$ cat src/rtl/core/msm_pkg.sv
// ----------------------------------------------------------------------------
// msm_pkg - shared types and constants of the multi-voice sample mixer
// Field widths, item codes and the record types that pass between the
// front end, the mixing back end and the result queue.
// ----------------------------------------------------------------------------
package msm_pkg;

  localparam int DEF_VOICES  = 8;
  localparam int DEF_SAMPLES = 4096;

  localparam int OP_W    = 2;
  localparam int VOICE_W = 3;
  localparam int IDX_W   = 12;
  localparam int LEN_W   = 13;
  localparam int SMP_W   = 16;
  localparam int BUS_W   = 20;
  localparam int MASK_W  = 8;

  localparam int IN_TDATA_W  = 56;
  localparam int IN_TUSER_W  = 2;
  localparam int OUT_TDATA_W = 32;

  // result queue depth, also the number of mix items allowed in flight
  localparam int QDEPTH = 4;

  localparam int BUS_MAX = 524287;
  localparam int BUS_MIN = -524288;

  typedef logic [OP_W-1:0] op_t;

  localparam op_t OP_LOAD    = 2'd0;
  localparam op_t OP_TRIGGER = 2'd1;
  localparam op_t OP_MIX     = 2'd2;

  typedef struct packed {
    logic                    valid;
    logic signed [BUS_W-1:0] bus;
    logic [MASK_W-1:0]       mask;
  } mix_desc_t;

  typedef struct packed {
    logic signed [BUS_W-1:0] mixed;
    logic [MASK_W-1:0]       mask;
  } mix_res_t;

endpackage

$ cat src/rtl/core/msm_back.sv
// ----------------------------------------------------------------------------
// msm_back - voice summing and saturation
// Adds the words of the voices that play to the bus value in a two-stage
// registered tree and clamps the sum to the bus range.
// ----------------------------------------------------------------------------
module msm_back #(
  parameter int VOICES = msm_pkg::DEF_VOICES
) (
  input  logic                                  clk,
  input  logic                                  rst,
  input  msm_pkg::mix_desc_t                    desc,
  input  logic [VOICES-1:0]                     add_en,
  input  logic [VOICES-1:0][msm_pkg::SMP_W-1:0] rd_data,
  output logic                                  push,
  output msm_pkg::mix_res_t                     res
);

  import msm_pkg::*;

  localparam int NG     = (VOICES + 3) / 4;
  localparam int PART_W = SMP_W + 2;
  localparam int SUM_W  = BUS_W + $clog2(VOICES) + 2;

  localparam logic signed [SUM_W-1:0] SAT_HI = SUM_W'(BUS_MAX);
  localparam logic signed [SUM_W-1:0] SAT_LO = SUM_W'(BUS_MIN);

  logic [NG*4-1:0]           en_pad;
  logic signed [SMP_W-1:0]   dat_pad [NG*4];
  logic signed [PART_W-1:0]  part [NG];

  logic                      s2_valid;
  logic signed [BUS_W-1:0]   s2_bus;
  logic [MASK_W-1:0]         s2_mask;
  logic signed [PART_W-1:0]  s2_part [NG];

  logic signed [SUM_W-1:0]   total;

  for (genvar i = 0; i < NG*4; i++) begin : g_pad
    if (i < VOICES) begin : g_on
      assign en_pad[i]  = add_en[i];
      assign dat_pad[i] = rd_data[i];
    end else begin : g_off
      assign en_pad[i]  = 1'b0;
      assign dat_pad[i] = '0;
    end
  end

  always_comb begin
    for (int g = 0; g < NG; g++) begin
      part[g] = '0;
      for (int j = 0; j < 4; j++) begin
        if (en_pad[g*4+j]) begin
          part[g] = part[g] + PART_W'(dat_pad[g*4+j]);
        end
      end
    end
  end

  always_ff @(posedge clk) begin
    if (rst) begin
      s2_valid <= 1'b0;
    end else begin
      s2_valid <= desc.valid;
    end
  end

  always_ff @(posedge clk) begin
    s2_bus  <= desc.bus;
    s2_mask <= desc.mask;
    for (int g = 0; g < NG; g++) begin
      s2_part[g] <= part[g];
    end
  end

  always_comb begin
    total = SUM_W'(s2_bus);
    for (int g = 0; g < NG; g++) begin
      total = total + SUM_W'(s2_part[g]);
    end
  end

  assign push = s2_valid;

  // clamp to the bus range
  always_comb begin
    res.mask = s2_mask;
    if (total > SAT_HI) begin
      res.mixed = SAT_HI[BUS_W-1:0];
    end else if (total < SAT_LO) begin
      res.mixed = SAT_LO[BUS_W-1:0];
    end else begin
      res.mixed = total[BUS_W-1:0];
    end
  end

endmodule

$ cat config.mk
export PLATFORM = sky130hd
export DESIGN_NAME = msm_back
export DESIGN_NICKNAME = d
export VERILOG_FILES = /design/src/rtl/core/msm_pkg.sv /design/src/rtl/core/msm_back.sv
export SDC_FILE = /design/constraint.sdc
export NUM_CORES = 1
export LEC_CHECK = 0
export BUFFER_PORTS_ARGS = -buffer_cell sky130_fd_sc_hd__buf_4
export CORE_MARGIN = 2
export CORE_UTILIZATION = 25
export CTS_BUF_LIST = sky130_fd_sc_hd__clkbuf_4 sky130_fd_sc_hd__clkbuf_8 sky130_fd_sc_hd__clkbuf_16
export DETAILED_ROUTE_END_ITERATION = 7
export HOLD_SLACK_MARGIN = 0.15
export PLACE_DENSITY = 0.54
export SLEW_MARGIN = 10
export SYNTH_ARGS = -nofsm -noshare
export SYNTH_HDL_FRONTEND = slang
export SYNTH_SLANG_ARGS = --single-unit
$ cat constraint.sdc
create_clock -name clk -period 11.2 [get_ports clk]
set_clock_uncertainty 0.2 [all_clocks]
set_input_delay 0.56 -clock clk [delete_from_list [all_inputs] [get_ports clk]]
set_output_delay 0.56 -clock clk [all_outputs]
set_load 0.1 [all_outputs]
==> out/metrics.csv <==
metric,value,unit
critPathLaunch,add_en[4],
synth.most_common_cell,a21oi_1,
diodes,0,
end_kind,flip-flop,
coreArea,0.0365,mm²
path_clk_slew,0.06,ns
fp.dieW,196,µm
drt_iter0_markers,363,
grt_pass1_wl,44.1,mm
synth_cells,1161,
critPathLaunchType,primary input,
cts_tree,done,
cp_num_cells,25,
synthArstFlopShare,0,
muxShareOfSynthArea,0.0485,
rsz0062_at_grt,no,
dp_hpwl,23.4,mm
wirelength,28.0,mm
area_delta_synth_final,26.8,%
cp_max_fo,27,
io_pins,196,
clock-root-buffer,clkbuf_16,
synth-main-ff-cell,dfxtp_1,
grt.met1_usage,0.188,
cp-endpoint,s2_part[0][35]$_DFF_P_,
die_area,0.0385,mm²
critPathTopFamily,compound AO/OA/AOI/OAI gates,
cp.required,11.22,ns
max-clock-path-buffers,2,
setup_viol,0,
clock-sinks,65,
critPathMaxStageDelay,0.45,ns
slew_headroom,0.366,
nets,1669,
busiest_layer,met2,
crit_type,in2reg,
yosysTopAreaCell,ha_1,
wire_per_inst,15.3,µm
globalRouteTotalUtil,0.143,
min_from,rst,
vias,8973,
vias_per_cell,4.90,
final.fill_count,3884,
outcome,"complete, no violations",
crit_buf_inv,2,
start_util,0.253,
synth_top_family_by_area,compound AO/OA/AOI/OAI gates,
postSynthAreaPerCell,7.95,µm²
setup_tns,0,ns
yosysSeqAreaShare,0.141,
numCtsBuffers,9,
ys_seq_elements,65,
synthTopCellsByArea,"ha_1 16%, dfxtp_1 14%, a21oi_1 6.7%",
hold_slack,0.186,ns
synth-edff-count,0,
antenna_found_initial,2,
num_rows,70,
grt_max_degree,39,
gp_congestion,0.837,
max_cap_violations,0,
synth.distinct_cells,77,
synthSimpleGateAreaFrac,0.168,
synthTopCellsByCount,"123 x a21oi_1, 116 x ha_1, 88 x nand2_1",
drive_gt1_frac,0.197,
tightest_slew,0.946,ns
use_met2,0.250,
grt_use_met3,0.0201,
h-tree-depth,3,
final_util,0.320,
synthAdderAreaFrac,0.220,
crit_slowest_cell,fa_1,
hold_class,in2reg,
min_period,7.00,ns
die_y,196,µm
min_period_over_period,0.625,
synth_fp_nets,1471,
drt_pass1_iterations,5,
crit_arrival,7.02,ns
syn-cell-area,0.00923,mm²
detail-route-antenna-nets,0,
dp.cells,1788,
drc,0,
finalHoldViolCount,0,
synth_xor_area_frac,0.102,
grt_overflow_total,0,
io_buffers,195,
fmax,0.143,GHz
grt_pass1_vias,8747,
synth_compound_area_frac,0.281,
final_cells,1832,
drv_slew,0,
synth.top_cell.area_share,0.157,
ys_warn_count,0,
## final cells by class
class	instances	area [µm²]	share of cell area
multi-input cells	1002	7560	0.646
repair buffers	223	1740	0.149
flip-flops and latches	65	1300	0.111
well taps	468	586	0.0501
clock buffers	14	275	0.0235
inverters	58	218	0.0186
clock inverters	2	12.5	0.00107
## worst min-delay path by stage
stage               slack [ns]  cells past startpoint                  to
floorplan                 0.39                      0   s2_bus[0]$_DFF_P_
global placement          0.46                      1  s2_mask[4]$_DFF_P_
detailed placement        0.47                      1   s2_bus[1]$_DFF_P_
CTS                       0.17                      2     push$_SDFF_PP0_
global route              0.18                      2     push$_SDFF_PP0_
finish                    0.19                      2     push$_SDFF_PP0_
## state kept, by name (all words and copies together) (netlist names)
register  cells
s2_part      36
push          1
s2_mask       8
s2_bus       20
## routing by layer
layer  share of wire  up-vias
li1                -     4673
met1            0.47     4085
met2            0.48      186
met3           0.036       27
met4           0.014        2
met5         0.00057        -
## cells in the final DEF, fill, tap and decap left out, types with 6 or more instances in the layout
cell type,count
a211oi_1,15
xor2_1,37
a21oi_1,123
nor2_1,70
xnor2_1,65
buf_4,195
nand4_1,6
dfxtp_1,65
and2_1,21
o21a_1,18
nand2b_1,15
clkbuf_16,9
and3_1,9
nand3_1,25
o22ai_1,8
nor3_1,24
ha_1,116
a21o_1,46
dlygate4sd3_1,28
o211ai_1,12
o21ai_0,68
a221oi_1,6
nand2_1,88
or3_1,13
nor2b_1,18
a31oi_1,16
inv_1,57
a22oi_1,8
or2_2,9
fa_1,27
o21bai_1,11
mux2_2,34
## logic make-up after synthesis
family	Yosys count
AO/OA/AOI/OAI	395
AND/OR/NAND/NOR	316
adder cells (fa/ha/maj)	147
XOR/XNOR	104
buffers and inverters	94
flip-flops	65
multiplexers	40
## stage by stage
stage / worst slack [ns] / area (µm²)
floorplan: 4.42 / 9230
global placement: 4.02 / 11100
detailed placement: 3.93 / 11100
CTS: 4.26 / 11700
global route: 3.81 / 11700
finish: 4.20 / 11700
## timing repair
item / 4_1_cts / 5_1_grt
gates resized for setup: 0 / 0
hold endpoints to repair: 28 / 0
hold buffers: 28 / 0
endpoints found under the setup margin: 0 / 0
setup buffers: 0 / 0
Power is not shown: default switching activity piles up to over one toggle a cycle in this logic, so the estimate is an artifact.
