$ cat config.mk
export PLATFORM = sky130hd
export DESIGN_NAME = msm_fifo
export DESIGN_NICKNAME = d
export VERILOG_FILES = /design/src/rtl/core/msm_pkg.sv /design/src/rtl/core/msm_fifo.sv
export SDC_FILE = /design/constraint.sdc
export NUM_CORES = 1
export LEC_CHECK = 0
export BUFFER_PORTS_ARGS = -buffer_cell sky130_fd_sc_hd__buf_2
export CORE_MARGIN = 2
export CORE_UTILIZATION = 35
export CTS_CLUSTER_SIZE = 30
export DETAILED_ROUTE_END_ITERATION = 10
export PLACE_DENSITY = 0.5
export SYNTH_ARGS = -nofsm -noshare
export SYNTH_HDL_FRONTEND = slang
export SYNTH_SLANG_ARGS = --single-unit
export TNS_END_PERCENT = 30
$ cat constraint.sdc
create_clock -name clk -period 2.3 [get_ports clk]
set_input_delay 0.345 -clock clk [delete_from_list [all_inputs] [get_ports clk]]
set_output_delay 0.345 -clock clk [all_outputs]
set_load 0.1 [all_outputs]
$ cat src/rtl/core/msm_pkg.sv
// ----------------------------------------------------------------------------
// msm_pkg - shared types and constants of the multi-voice sample mixer
// Field widths, item codes and the record types that pass between the
// front end, the mixing back end and the result queue.
// ----------------------------------------------------------------------------
package msm_pkg;

  localparam int DEF_VOICES  = 8;
  localparam int DEF_SAMPLES = 4096;

  localparam int OP_W    = 2;
  localparam int VOICE_W = 3;
  localparam int IDX_W   = 12;
  localparam int LEN_W   = 13;
  localparam int SMP_W   = 16;
  localparam int BUS_W   = 20;
  localparam int MASK_W  = 8;

  localparam int IN_TDATA_W  = 56;
  localparam int IN_TUSER_W  = 2;
  localparam int OUT_TDATA_W = 32;

  // result queue depth, also the number of mix items allowed in flight
  localparam int QDEPTH = 4;

  localparam int BUS_MAX = 524287;
  localparam int BUS_MIN = -524288;

  typedef logic [OP_W-1:0] op_t;

  localparam op_t OP_LOAD    = 2'd0;
  localparam op_t OP_TRIGGER = 2'd1;
  localparam op_t OP_MIX     = 2'd2;

  typedef struct packed {
    logic                    valid;
    logic signed [BUS_W-1:0] bus;
    logic [MASK_W-1:0]       mask;
  } mix_desc_t;

  typedef struct packed {
    logic signed [BUS_W-1:0] mixed;
    logic [MASK_W-1:0]       mask;
  } mix_res_t;

endpackage

$ cat src/rtl/core/msm_fifo.sv
// ----------------------------------------------------------------------------
// msm_fifo - result queue
// Short register queue that holds finished results until the receiver
// takes them; the head drives the output channel.
// ----------------------------------------------------------------------------
module msm_fifo #(
  parameter int DEPTH = msm_pkg::QDEPTH
) (
  input  logic              clk,
  input  logic              rst,
  input  logic              push,
  input  msm_pkg::mix_res_t din,
  input  logic              pop,
  output logic              valid,
  output msm_pkg::mix_res_t dout
);

  import msm_pkg::*;

  localparam int PTR_W = $clog2(DEPTH);

  mix_res_t         mem [DEPTH];
  logic [PTR_W-1:0] wr_ptr;
  logic [PTR_W-1:0] rd_ptr;
  logic [PTR_W:0]   count;

  function automatic logic [PTR_W-1:0] wrap_inc(input logic [PTR_W-1:0] p);
    logic [PTR_W-1:0] r;
    begin
      r = (p == PTR_W'(DEPTH - 1)) ? '0 : p + PTR_W'(1);
      return r;
    end
  endfunction

  assign valid = count != '0;
  assign dout  = mem[rd_ptr];

  always_ff @(posedge clk) begin
    if (rst) begin
      wr_ptr <= '0;
      rd_ptr <= '0;
      count  <= '0;
    end else begin
      if (push) begin
        wr_ptr <= wrap_inc(wr_ptr);
      end
      if (pop) begin
        rd_ptr <= wrap_inc(rd_ptr);
      end
      count <= count + (PTR_W+1)'(push) - (PTR_W+1)'(pop);
    end
  end

  always_ff @(posedge clk) begin
    if (push) begin
      mem[wr_ptr] <= din;
    end
  end

endmodule

==> flow_metrics.env <==
export IMPL_setup_tns_ps=0
export IMPL_clk_latency_ps=410
export IMPL_slowest_stage="mux4_1"
export IMPL_nets=308
export IMPL_hold_start="din[12]"
export IMPL_regToRegEndpoint="mem[2][24]$_DFFE_PP_"
export IMPL_timing_rr_start="wr_ptr[0]$_SDFFE_PP0P_"
export IMPL_end_kind="primary output"
export IMPL_synth_seq_area_share_pct=78.2
export IMPL_cts_setup_buffers=0
export IMPL_final_setup_skew_ps=6.53
export IMPL_synthXorXnorAreaFrac_pct=0.497
export IMPL_arrival_ps=1810
export IMPL_dp_worst_setup_slack_ps=425
export IMPL_synth_area_leaders="edfxtp_1 74%, mux4_2 9.9%, mux4_1 4.6%, dfxtp_1 4.0%, ha_1 1.9%"
export IMPL_synthMuxAreaShare_pct=15.0
export IMPL_p_sw_share_pct=27.1
export IMPL_synth_edf_count=112
export IMPL_place_hpwl_um=5220
export IMPL_numCtsBuffers=17
export IMPL_finalCritPeriodShare_pct=93.7
export IMPL_p_int_uw=4430
export IMPL_portBuffers=60
export IMPL_yosysMostFrequentCell="edfxtp_1"
export IMPL_detail_route_vias_per_cell=4.62
export IMPL_p_seq_share_pct=42.1
export IMPL_maxSlewViolCount=0
export IMPL_holdPathEnd="mem[3][12]$_DFFE_PP_"
export IMPL_maxCapViolCount=0
export IMPL_total_leakage_power_uw=0.00202
export IMPL_fillers=1119
export IMPL_synth_top_family_by_area="multiplexers"
export IMPL_cp_max_fo=10
export IMPL_critical_path_required_ps=1960
export IMPL_gp_congestion=0.665
export IMPL_netlist_instances=187
export IMPL_synth_cell_types=19
export IMPL_io_pins=61
export IMPL_cts_root_buf="clkbuf_16"
export IMPL_drc=0
export IMPL_start_kind="register"
export IMPL_layout_min_cycle_time_ps=2150
export IMPL_ys_async_sr_fraction_pct=0
export IMPL_syn_num_nets=227
export IMPL_cts_buffer_depth=2
export IMPL_wl_per_cell_um=18.0
export IMPL_hold_violations=0
export IMPL_yosysTopAreaCell="edfxtp_1"
export IMPL_vias=2095
export IMPL_cts_tree="yes"
export IMPL_hold_depth=1
export IMPL_ir_drop_mv=0.927
export IMPL_critPathBufInv=2
export IMPL_cts_sinks=121
export IMPL_synth_simple_area_share_pct=1.82
export IMPL_fp_row_count=41
export IMPL_cpLargestDelayFamily="multiplexers"
export IMPL_synth_top_cell_area_share_pct=74.2
export IMPL_status="complete, no violations"
export IMPL_crit_chain="buf_12, mux4_1, buf_4"
export IMPL_synth_ff_type="edfxtp_1"
export IMPL_slew_headroom_pct=46.3
export IMPL_max_slew_worst_pin_slew_ps=805
export IMPL_rsz0062_at_grt="false"
export IMPL_crit_type="reg -> out"
export IMPL_overflow=0
export IMPL_syn_area_um2=4530
export IMPL_holdBufCountCts=0
export IMPL_powerDensity_nw_per_um2=1060
export IMPL_clockPowerShare_pct=41.3
export IMPL_die_w_um=118
export IMPL_synth_fa_ha_area_share_pct=2.37
export IMPL_grt_pass1_vias=2265
export IMPL_start_util_pct=35.9
export IMPL_firstDrtPassIters=4
export IMPL_setup_violations_final=0
export IMPL_synth_compound_area_share_pct=0.221
export IMPL_die_h_um=118
export IMPL_drtIter0Drc=142
export IMPL_ant_nets=0
export IMPL_worstRegToRegCells=3
export IMPL_cts_clk_slew_worst_paths_ps=50
export IMPL_routed_wl_um=8140
export IMPL_crit_path_max_incr_delay_ps=580
export IMPL_synth_seq_cells=121
export IMPL_grt_first_pass_wirelength_um=12700
export IMPL_hold_class="in -> reg"
export IMPL_antenna_found_initial=0
export IMPL_drive_above_1_share_pct=44.1
export IMPL_r2r_setup_slack_ps=670
export IMPL_ys_warnings_count=0
export IMPL_comb_power_share_pct=16.5
export IMPL_finalWorstSetupSlack_ps=146
export IMPL_fmax_mhz=464
export IMPL_syn_avg_cell_area_um2=24.2
export IMPL_power_switching_uw=1640
export IMPL_grt_max_degree=29
export IMPL_ctsHtreeMaxLevel=4
export IMPL_core_region_area_um2=12600
export IMPL_area_growth_pct=26.7
export IMPL_grt_usage_pct=12.7
export IMPL_netlist_top_cells_count="112 x edfxtp_1, 20 x mux4_2, 9 x dfxtp_1"
export IMPL_dieArea_um2=13900
export IMPL_diodes=0
-- metrics by stage --
step / hold slack [ps] / cells / utilization (%) / total power (µW) / area, µm²
2_1_floorplan: 412 / 187 / - / 3390 / 4530
3_3_place_gp: 506 / 421 / 40.6 / 3580 / 5130
3_5_place_dp: 514 / 421 / 40.6 / 3590 / 5130
4_1_cts: 131 / 453 / 45.1 / 6120 / 5700
5_1_grt: 130 / 453 / 45.5 / 6280 / 5740
6_report: 154 / 453 / 45.5 / 6070 / 5740
-- power groups by stage --
stage                     combinational [µW]  sequential [µW]  clock (µW)
after floorplan                          803             2580           0
after global placement                   981             2600           0
after detailed placement                 987             2600           0
after CTS                                992             2560        2570
after global routing                    1050             2570        2660
final                                   1000             2560        2510
-- worst max-delay path by stage --
stage               slack, ps       end  cells after the start      from
finish                    150  dout[22]                      3  register
global route               50  dout[19]                      3  register
CTS                         3  dout[21]                      3  register
detailed placement        430  dout[22]                      3  register
global placement          440  dout[22]                      3  register
floorplan                 490   dout[0]                      2  register
-- routing by layer --
metal  vias up  wire [µm]  global-route usage (%)
li1        950          -                       -
met1      1085       3810                    16.0
met2        52       3880                    19.3
met3         8        381                    5.57
met4         0         66                    5.20
met5         -          0                       0
-- cells by family after synthesis --
family,after synthesis
mux,30
simple gates,14
compound gates,2
buf+inv,11
xor+xnor,1
fa+ha+maj,8
flops,121
-- sequential cells by signal, summed over array words and instances, names as in the netlist, named ones only --
name    cells
mem       112
count       3
rd_ptr      2
wr_ptr      2
-- layout by cell type (no fill, tap or decap), types with 5 or more instances in the layout --
cell type  Yosys  routed
buf_2          3      40
edfxtp_1     112     112
buf_12         2       6
clkinv_2       0       6
mux4_2        20      20
dfxtp_1        9       7
mux4_1         8       8
inv_1          5       5
clkbuf_16      0      17
buf_4          0      20
ha_1           7       7
-- what timing repair did --
| action | 4_1_cts | 5_1_grt |
|---|---|---|
| resized for setup | 2 | 33 |
| pin swaps | 0 | 0 |
| setup endpoints to repair | 2 | 19 |
-- cell type report --
class	count	area [µm²]	area share [%]
clock buffer	23	468	8.15
clock inverter	9	97.6	1.70
inverter	5	18.8	0.327
multi-input combinational	55	908	15.8
sequential	121	3550	61.8
tap	172	215	3.75
timing repair buffer	68	485	8.46
Note: power is estimated with default switching activity, not from simulation.
